--- src/console_cpu_bus_decoder_assert.svh ---
// Assertion macros for the CPU bus decoder.
// Included by console_cpu_bus_decoder, which checks its own logic; define NO_ASSERTIONS to drop them.
`ifndef CONSOLE_CPU_BUS_DECODER_ASSERT_SVH
`define CONSOLE_CPU_BUS_DECODER_ASSERT_SVH
`ifndef NO_ASSERTIONS
`define CBD_ASSERT(lbl, clk, rst_n, prop, msg) \
    lbl: assert property (@(posedge clk) disable iff (!rst_n) prop) else $error(msg);
`define CBD_ASSERT_ALWAYS(lbl, clk, prop, msg) \
    lbl: assert property (@(posedge clk) prop) else $error(msg);
`else
`define CBD_ASSERT(lbl, clk, rst_n, prop, msg)
`define CBD_ASSERT_ALWAYS(lbl, clk, prop, msg)
`endif
`endif

--- src/cbd_pkg.sv ---
// Shared types, address map constants and codes for the CPU bus decoder.
// No dependencies; imported by every module of the block but cbd_ram.
package cbd_pkg;

    localparam int RAM_DEPTH     = 2048;
    localparam int PROGRAM_DEPTH = 32768;
    localparam int RAM_AW        = $clog2(RAM_DEPTH);
    localparam int ROM_AW        = $clog2(PROGRAM_DEPTH);

    // bus modes
    localparam logic [1:0] MODE_READ  = 2'd0;
    localparam logic [1:0] MODE_WRITE = 2'd1;
    localparam logic [1:0] MODE_LOAD  = 2'd2;

    // address map
    localparam logic [15:0] RAM_END    = 16'h2000;
    localparam logic [15:0] RAM_MIRROR = 16'h07FF;
    localparam logic [15:0] PPU_END    = 16'h4000;
    localparam logic [15:0] PPU_DECODE = 16'h2007;
    localparam logic [15:0] DMA_PORT   = 16'h4014;
    localparam logic [15:0] PAD_PORT   = 16'h4016;
    localparam logic [15:0] ROM_BASE   = 16'h8000;
    localparam logic [15:0] BANK_MASK  = 16'h3FFF;

    localparam logic [1:0] BANKS_ONE   = 2'd1;
    localparam logic [1:0] BANKS_RESET = 2'd2;
    localparam logic [3:0] PAD_BITS    = 4'd8;

    // configuration register indexes (word address)
    localparam logic REG_PROGRAM_BANKS = 1'b0;

    // source of the read data byte
    typedef logic [1:0] t_src;
    localparam t_src SRC_NONE = 2'd0;
    localparam t_src SRC_RAM  = 2'd1;
    localparam t_src SRC_ROM  = 2'd2;
    localparam t_src SRC_PAD  = 2'd3;

    typedef logic [RAM_AW-1:0] t_ram_addr;
    typedef logic [ROM_AW-1:0] t_rom_addr;

    typedef struct packed {
        logic [1:0]  mode;
        logic [15:0] address;
        logic [7:0]  write_data;
        logic [7:0]  buttons;
    } t_in_item;

    typedef struct packed {
        logic [7:0] read_data;
        logic       ppu_access;
        logic [2:0] ppu_register;
        logic       ppu_is_write;
        logic [7:0] ppu_write_data;
        logic       dma_start;
        logic [7:0] dma_page;
    } t_out_item;

    // decoded access: memory controls plus the fields that need no memory
    typedef struct packed {
        logic       ram_we;
        logic       ram_re;
        t_ram_addr  ram_addr;
        logic       rom_we;
        logic       rom_re;
        t_rom_addr  rom_addr;
        logic       pad_read;
        logic       pad_load;
        t_src       src;
        logic       ppu_access;
        logic [2:0] ppu_register;
        logic       ppu_is_write;
        logic [7:0] ppu_write_data;
        logic       dma_start;
        logic [7:0] dma_page;
    } t_dec;

    // item held while its memory read completes
    typedef struct packed {
        t_src       src;
        logic       pad_bit;
        logic       ppu_access;
        logic [2:0] ppu_register;
        logic       ppu_is_write;
        logic [7:0] ppu_write_data;
        logic       dma_start;
        logic [7:0] dma_page;
    } t_stage;

endpackage

--- src/cbd_decode.sv ---
// Address decode for one bus access: memory, picture-unit, DMA and controller-port fields.
// Depends on cbd_pkg.
module cbd_decode (
    input  cbd_pkg::t_in_item i_item,
    input  logic [1:0]        i_program_banks,
    output cbd_pkg::t_dec     o_dec
);
    import cbd_pkg::*;

    logic        in_ram;
    logic        in_ppu;
    logic        in_rom;
    logic [15:0] rom_off;
    logic [15:0] ppu_sel;
    t_rom_addr   rom_rd_addr;
    t_rom_addr   rom_ld_addr;

    always_comb begin
        in_rom  = i_item.address >= ROM_BASE;
        in_ram  = i_item.address < RAM_END;
        in_ppu  = !in_ram && (i_item.address < PPU_END);
        ppu_sel = i_item.address & PPU_DECODE;

        rom_off = i_item.address - ROM_BASE;
        if (i_program_banks == BANKS_ONE) begin
            rom_off = rom_off & BANK_MASK;
        end
        rom_rd_addr = t_rom_addr'(rom_off % PROGRAM_DEPTH);
        rom_ld_addr = t_rom_addr'(i_item.address % PROGRAM_DEPTH);

        o_dec                = '0;
        o_dec.ram_addr       = t_ram_addr'((i_item.address & RAM_MIRROR) % RAM_DEPTH);
        o_dec.rom_addr       = rom_rd_addr;
        o_dec.src            = SRC_NONE;

        case (i_item.mode)
            MODE_LOAD: begin
                o_dec.rom_we   = 1'b1;
                o_dec.rom_addr = rom_ld_addr;
            end
            MODE_READ: begin
                if (in_rom) begin
                    o_dec.rom_re = 1'b1;
                    o_dec.src    = SRC_ROM;
                end else if (in_ram) begin
                    o_dec.ram_re = 1'b1;
                    o_dec.src    = SRC_RAM;
                end else if (in_ppu) begin
                    o_dec.ppu_access   = 1'b1;
                    o_dec.ppu_register = ppu_sel[2:0];
                end else if (i_item.address == PAD_PORT) begin
                    o_dec.pad_read = 1'b1;
                    o_dec.src      = SRC_PAD;
                end
            end
            MODE_WRITE: begin
                if (in_ram) begin
                    o_dec.ram_we = 1'b1;
                end else if (in_ppu) begin
                    o_dec.ppu_access     = 1'b1;
                    o_dec.ppu_register   = ppu_sel[2:0];
                    o_dec.ppu_is_write   = 1'b1;
                    o_dec.ppu_write_data = i_item.write_data;
                end else if (i_item.address == DMA_PORT) begin
                    o_dec.dma_start = 1'b1;
                    o_dec.dma_page  = i_item.write_data;
                end else if (i_item.address == PAD_PORT && i_item.write_data == 8'h00) begin
                    o_dec.pad_load = 1'b1;
                end
            end
            default: begin
                // unused mode: no access, all-zero result
                o_dec.src = SRC_NONE;
            end
        endcase
    end

endmodule

--- config.mk ---
export PLATFORM = sky130hd
export DESIGN_NAME = cbd_decode
export DESIGN_NICKNAME = d
export VERILOG_FILES = /design/src/console_cpu_bus_decoder_assert.svh /design/src/cbd_pkg.sv /design/src/cbd_decode.sv
export SDC_FILE = /design/constraint.sdc
export NUM_CORES = 1
export LEC_CHECK = 0
export BUFFER_PORTS_ARGS = -buffer_cell sky130_fd_sc_hd__buf_2
export CORE_MARGIN = 2
export CORE_UTILIZATION = 32
export DETAILED_ROUTE_END_ITERATION = 10
export GPL_TIMING_DRIVEN = 0
export PLACE_DENSITY_LB_ADDON = 0.12
export SLEW_MARGIN = 20
export SYNTH_ARGS = -nofsm -noshare
export SYNTH_HDL_FRONTEND = slang
export SYNTH_SLANG_ARGS = --single-unit
--- constraint.sdc ---
create_clock -name vclk -period 2.43
set_clock_uncertainty 0.2 [all_clocks]
set_input_delay 0.3645 -clock vclk [all_inputs]
set_output_delay 0.3645 -clock vclk [all_outputs]
set_load 0.1 [all_outputs]
---- Word-level counts from Yosys, hierarchy flattened ----
Index checks and enable logic that the tools add are counted.
W data, S select, Z words.
word-level totals
  register bits after elaboration ......... 0
  input port bits ......................... 36
  output and inout bits ................... 56
  word-level logic and storage cells ...... 47
operators by class
  add/sub/neg operators ................... 1
  $lt $le $gt $ge ......................... 3
  equal/unequal tests ..................... 5
  mux-type cells .......................... 33
  reduce and logical (&&, ||, !) cells .... 5
operators with widths
  cell                     number
  $eq A16 B15 Y1 const B   2
  $mux W15                 2
  $mux W22                 1
  $mux W18                 1
  $mux W9                  2
  $mux W1                  17
  $ge A16 B16 Y1 const B   1
  $lt A16 B14 Y1 const B   1
  $lt A16 B15 Y1 const B   1
  $sub A15 B1 Y15 const B  1
  $mux W13                 1
  $mux W4                  3
  $mux W2                  5
  $logic_not A8 Y1         1
  $pmux W4 S2              1
  $eq A2 B1 Y1 const B     2
  $eq A2 B2 Y1 const B     1
  $logic_and A1 B1 Y1      2
  $logic_not A2 Y1         1
  $logic_not A1 Y1         1

---- Longest topological paths before layout ----
Gate-level depths: netlist of the first run.
  word-level depth ........................ 7
  gate-level depth with buffers ........... 4
  depth with buffers taken out ............ 3

---- Worst setup path after synthesis of the first run ----
Ideal clock, no wire load.
  kind .................................... input to output
  from .................................... input port i_item[33] in the netlist's numbering
  to ...................................... output port o_dec[18] in the netlist's numbering
  arrival ................................. 4.700 ns
  required time ........................... 1.865 ns
  setup slack ............................. -2.835 ns
  cell stages on the path ................. 2
  buffers on the path ..................... 0
  path through ............................ nor4b_1 > and2_1
RTL lines
  item             RTL line         source
  start, declared  cbd_decode.sv:4  input cbd_pkg::t_in_item i_item,
  end, declared    cbd_decode.sv:6  output cbd_pkg::t_dec o_dec

==> metrics, run 1 <==
Hold Buf Count CTS=0; RSZ-0062 raised after global routing=false; register area share after synthesis=0%; Mapped Nets=120; area taken by multi-input logic gates=490 um^2; Filler cells=149; clock buf count=0; crit-path max FO=5; first-pass GRT wire length=2680 um; final worst-path cycle share=97.4%; Wirelength per Cell=9.92 um; highest clock rate=422 MHz; Pwr Total=0.000340 W; syn avg cell area=6.75 um^2; Startpoint Class=primary input; Die Y=46.1 um; routed vias/inst=4.43; met3 Use GR=0.392%; Place WS=-20.7 ps; critical path class=primary input to output port; Hold EP=o_dec[41]; minimum clock period after layout=2370 ps; largest net degree at the start of global routing=10; setup ws final=62.2 ps; chip width=46.1 um; Post-synth top cells=buf_4, and2_1, nor3_1; LEAKAGE=0.763 nW; Mapped Cells=84; critical path required time=1870 ps; synth top area cells=buf_4, and2_1, nor3_1; FF+latch count=0; row cnt=15; layout cells sized above 1=85.7%; die footprint=2120 um^2; endpoints failing setup=0; vias after detailed routing=820; Post-DRT Antenna Nets=0; Worst Path Arrival=1800 ps; Ports=92; hold_sp=i_item[32]; peak supply drop=182 uV; P per Cell Area=286 nW/um^2; DR iter-0 viols=1; initial core utilization=33.6%; WL final=1840 um; maxcap violations=0; Post-route DRC=0; final RePlAce weighted congestion=0.683; initial antenna violation count=0; post-synth top area share=33.1%; Crit. End Element=output port; n_diodes=0; area added between synthesis and finish=109%; port buffer count=84; met2 Usage GRT=33.3%; result of the run=finished, final reports clean; synth warn=0; drt pass-1 iters=2; Max-slew headroom=67.1%; Worst Tran Pin Value=497 ps; Worst Hold Path Cells=3; most common cell in the synthesized netlist=buf_4; Post-Syn Area=567 um^2; Hold WC Path Type=primary input to output port; core region area=1690 um^2; FF+latch area=0 um^2; max-slew violations=0; synth unique cells=22; final hold violations=0; layer carrying the most global-route usage=met2; area leader, netlist=buf_4; met1 usage=19.6%; GRT Residual Overflow=0; setup bufs post-CTS=0; HPWL Detailed=1620 um; fin nets=206; Tot GR Track Use=16.3%; vias in the first global route=646
==> where the power goes <==
part	switching [W]	internal, W	total [W]
registers	0	0	0
logic	0.000266	0.0000740	0.000340
clock network	0	0	0
total	0.000266	0.0000740	0.000340
==> cell usage in the layout, fill, tap and decap left out <==
| master | synthesis | layout |
|---|---|---|
| nand4_1 | 1 | 1 |
| clkbuf_4 | 0 | 2 |
| and2_4 | 0 | 2 |
| o21bai_2 | 0 | 1 |
| and2_2 | 0 | 9 |
| nand2_2 | 0 | 1 |
| nand4b_4 | 1 | 1 |
| nand2_1 | 2 | 1 |
| buf_4 | 25 | 33 |
| nor4_4 | 1 | 1 |
| o31a_2 | 0 | 1 |
| and4bb_2 | 1 | 1 |
| nor2_2 | 0 | 2 |
| and2_1 | 13 | 2 |
| buf_2 | 0 | 74 |
| and3_1 | 1 | 1 |
| a21boi_2 | 0 | 1 |
| nor2_1 | 5 | 2 |
| nor3b_1 | 1 | 1 |
| nor4b_1 | 2 | 1 |
| clkbuf_2 | 0 | 1 |
| nor3_4 | 0 | 8 |
| nor4_1 | 2 | 2 |
| nor2b_2 | 1 | 2 |
| nor3_2 | 0 | 1 |
| nand3_1 | 1 | 1 |
| nor2_4 | 0 | 1 |
| nor3_1 | 11 | 2 |
| nor4b_4 | 1 | 2 |
| inv_1 | 10 | 10 |
==> metrics by stage <==
step | cells | hold slack (ps) | cell area [um^2] | TNS (ps) | utilization [%]
2_1_floorplan | 84 | 647 | 721 | -856 | -
3_3_place_gp | 185 | 989 | 1160 | -66.9 | 68.8
3_5_place_dp | 185 | 991 | 1160 | -86.5 | 68.8
4_1_cts | 185 | 988 | 1180 | 0 | 70.0
5_1_grt | 185 | 1010 | 1190 | 0 | 70.3
6_report | 185 | 987 | 1190 | 0 | 70.3
==> critical path, stage by stage <==
cell	delay, ps
buf_2	150
nor4b_4	350
nand4_1	310
o21bai_2	190
buf_2	440
==> metal layers <==
metal  vias to the layer above  wire [um]
li1                        425          -
met1                       355        674
met2                        40       1030
met3                         0        134
met4                         0          0
met5                         -          0
==> worst max path at each step <==
stage          startpoint         to  slack [ps]  depth (start not counted)
3_5_place_dp   i_item[31]   o_dec[5]         -20                          5
6_report       i_item[31]  o_dec[22]          60                          5
4_1_cts        i_item[31]   o_dec[8]          40                          5
2_1_floorplan  i_item[33]  o_dec[18]        -540                          2
3_3_place_gp   i_item[33]   o_dec[7]         -10                          5
5_1_grt        i_item[31]  o_dec[22]         0.9                          5
==> logic make-up after synthesis <==
family	share of synthesized area [%]
buffers and inverters	40.4
and+or+nand+nor	55.4
AOI/OAI and AO/OA	4.20
==> cell type report <==
class / count / share of cell area, %
Multi-Input combinational cell: 48 / 41.3
Timing Repair Buffer: 84 / 37.5
Buffer: 26 / 16.2
Inverter: 10 / 3.16
Tap cell: 17 / 1.79
==> what timing repair did <==
action	4_1_cts	5_1_grt
cloned	0	0
endpoints found under the setup margin	8	2
gates resized for setup	8	2
(Power assumes the default switching activity.)
==> run 2, diff against run 1 <==
Settings changed: BUFFER_PORTS_ARGS -buffer_cell sky130_fd_sc_hd__buf_2 to -buffer_cell sky130_fd_sc_hd__buf_4.
==> run 2 against run 1 <==
Effect of this change: non-clock buffer count did not move; hold slack got worse by 84 ps; via count rose by 4.4%; wire length rose by 15%; worst setup slack improved by 60 ps; critical path depth did not move; final cell count did not move; utilization rose by 11 points; die area did not move; largest cell class unchanged.
==> metrics, run 2 (synthesized netlist as in run 1, its figures left out) <==
Post-route DRC=0; Hold Buf Count CTS=0; clock buf count=0; Startpoint Class=primary input; minimum clock period after layout=2310 ps; LEAKAGE=0.810 nW; maxcap violations=0; port buffer count=84; Tot GR Track Use=19.3%; setup bufs post-CTS=0; largest net degree at the start of global routing=10; Hold Slack=903 ps; setup TNS=0 ps; Crit. End Element=output port; Hold WC Path Type=primary input to output port; core region area=1690 um^2; final worst-path cycle share=95.0%; die footprint=2120 um^2; layout cells sized above 1=85.7%; FF+latch area=0 um^2; first-pass GRT wire length=3160 um; Post-CTS Resized=0; WL final=2120 um; result of the run=finished, final reports clean; initial antenna violation count=0; Wirelength per Cell=11.4 um; most common cell after layout, fill and taps aside=buf_4; n_diodes=0; chip width=46.1 um; Post-DRT Antenna Nets=0; endpoints failing setup=0; routed vias/inst=4.63; Util after Layout=81.3%; Max-slew headroom=68.2%; area added between synthesis and finish=142%; GRT Residual Overflow=0; row cnt=15; final RePlAce weighted congestion=0.694; max-slew violations=0; Ports=92; Filler cells=130; vias after detailed routing=856; peak supply drop=195 uV; P per Cell Area=271 nW/um^2; highest clock rate=433 MHz; vias in the first global route=754; critical path required time=1870 ps; Die Y=46.1 um; FF+latch count=0; initial core utilization=33.6%; RSZ-0062 raised after global routing=false; drt pass-1 iters=2; fin nets=206; critical path class=primary input to output port; crit-path max FO=9; final hold violations=0; Worst Tran Pin Value=476 ps; DR iter-0 viols=3; Worst Path Arrival=1740 ps; area taken by multi-input logic gates=490 um^2; commonest cells after routing, fill and taps aside=buf_4, inv_1, and2_2; HPWL Detailed=1930 um
run 2: power breakdown:
group	total [W]	internal [W]	switching [W]
combinational	0.000372	0.000104	0.000268
sequential	0	0	0
clock	0	0	0
total	0.000372	0.000104	0.000268
run 2: final cells by class:
type / count / area share (%)
timing repair buffer: 84 / 45.9
multi-input combinational: 48 / 35.7
inverter: 10 / 2.73
buffer: 26 / 14.0
tap: 17 / 1.55
run 2: metrics by stage:
stage                     cell area [um^2]  total power, W  setup WS (ps)  cells
after floorplan                        721        0.000274           -542     84
after global placement                1370        0.000369            124    185
after detailed placement              1370        0.000374           96.5    185
after CTS                             1370        0.000374           91.6    185
after global routing                  1370        0.000385           42.5    185
final                                 1370        0.000372            122    185
run 2: worst max-delay path, stage by stage:
cell	delay (ps)
buf_4	140
nor4b_4	340
nand4b_4	350
nor3_4	220
buf_4	320
run 2: path summary, 6_finish.rpt:
path	from	endpoint	slack [ps]	depth (start not counted)
worst max-delay path	i_item[31]	o_dec[5]	120	5
worst min-delay path	i_item[32]	o_dec[41]	900	3
run 2: metal layers:
metal  GRT usage [%]  routed length, um  vias up
met1            20.1                667      387
met4            1.71                 19        0
li1                -                  -      425
met3            1.18                151        2
met5               0                  0        -
met2            41.7               1280       42
==> run 3, diff against run 2 <==
Settings changed: PLACE_DENSITY_LB_ADDON 0.12 to 0.08.
==> run 3 against run 2 <==
Effect of this change: sequential cell count is the same; non-clock buffer count unchanged; final area is the same; worst setup slack improved by 1.2 ps; first-iteration DRC count up 67%; hold slack hardly changed; die area is the same; global-route usage fell by 0.48 points; via count fell by 0.35%; total power is 0.22% higher.
==> metrics, run 3 (synthesized netlist as in run 1, its figures left out) <==
RSZ-0062 raised after global routing=false; area added between synthesis and finish=142%; critical path class=primary input to output port; endpoints failing setup=0; HPWL Detailed=1940 um; Pwr Total=0.000373 W; WL met2=1270 um; LEAKAGE=0.810 nW; part of the power in the clock network=0%; Max-slew headroom=68.6%; initial antenna violation count=0; fin nets=206; combinational cell fraction of total power=100.0%; most common cell after layout, fill and taps aside=buf_4; layout cells sized above 1=85.7%; Hold WC Path Type=primary input to output port; row cnt=15; minimum clock period after layout=2310 ps; final RePlAce weighted congestion=0.683; Place WS=124 ps; Hold Buf Count CTS=0; peak supply drop=207 uV; crit-path max FO=9; Crit. End Element=output port; Pint=0.000104 W; Die Y=46.1 um; wire length on met1=738 um; final hold violations=0; die footprint=2120 um^2; port buffer count=84; DP Cell Count=185; clock buf count=0; GRT Residual Overflow=0; commonest cells after routing, fill and taps aside=buf_4, inv_1, and2_2; Final Cell Area=1370 um^2; Highest Signal Layer=met3; Ports=92; end point of the critical path=o_dec[3]; chip width=46.1 um; result of the run=finished, final reports clean; highest clock rate=433 MHz; core region area=1690 um^2; non-filler instance count after layout=185; final worst-path cycle share=94.9%; max-slew violations=0; initial core utilization=33.6%; DR iter-0 viols=5; sequential share of power=0%; total net switching power=0.000269 W; Worst Tran Pin Value=469 ps; Switching Share=72.1%; Startpoint Class=primary input; FF+latch count=0; Post-DRT Antenna Nets=0; crit path from=i_item[31]; routed vias/inst=4.61; DP Area=1370 um^2; WL final=2170 um; FF+latch area=0 um^2; setup ws final=123 ps; WL met3=166 um; vias after detailed routing=853; largest net degree at the start of global routing=10; setup bufs post-CTS=0; vias in the first global route=706; Worst Path Arrival=1740 ps; P per Cell Area=272 nW/um^2; drt pass-1 iters=2; maxcap violations=0; Tot GR Track Use=18.8%; critical path required time=1870 ps; first-pass GRT wire length=3040 um; Post-CTS Resized=0; n_diodes=0; Post-route DRC=0; Wirelength per Cell=11.8 um
## run 3: how the worst min path moves through the flow
stage                    start        end  slack (ps)  depth (start not counted)
floorplan           i_item[30]  o_dec[21]         650                          1
global placement    i_item[32]  o_dec[41]         910                          3
detailed placement  i_item[32]  o_dec[41]         900                          3
CTS                 i_item[32]  o_dec[41]         910                          3
global route        i_item[32]  o_dec[41]         920                          3
finish              i_item[32]  o_dec[41]         900                          3
## run 3: worst max-delay path, stage by stage
cell      delay (ps)
buf_4            140
nor4b_4          340
nand4b_4         350
nor3_4           220
buf_4            320
## run 3: area by class of cell
cell class                 count  area [um^2]
inverter                      10         37.5
tap                           17         21.3
buffer                        26          193
timing repair buffer          84          631
fill                         135          317
multi-input combinational     48          490
## run 3: power by group through the flow
stage               logic (W)  registers, W  clock network, W
detailed placement   0.000374             0                 0
finish               0.000373             0                 0
global placement     0.000370             0                 0
CTS                  0.000375             0                 0
global route         0.000385             0                 0
floorplan            0.000274             0                 0
## run 3: layer usage
layer,global-route usage [%],vias up
li1,-,425
met1,20.1,385
met2,40.0,43
met3,2.35,0
met4,0,0
met5,0,-
## run 3: stage by stage
step	hold WS (ps)	TNS, ps	util (%)
final	904	0	81.3
after detailed placement	905	0	81.3
after global placement	907	0	81.3
after floorplan	647	-856	-
after global routing	916	0	81.3
after CTS	905	0	81.3
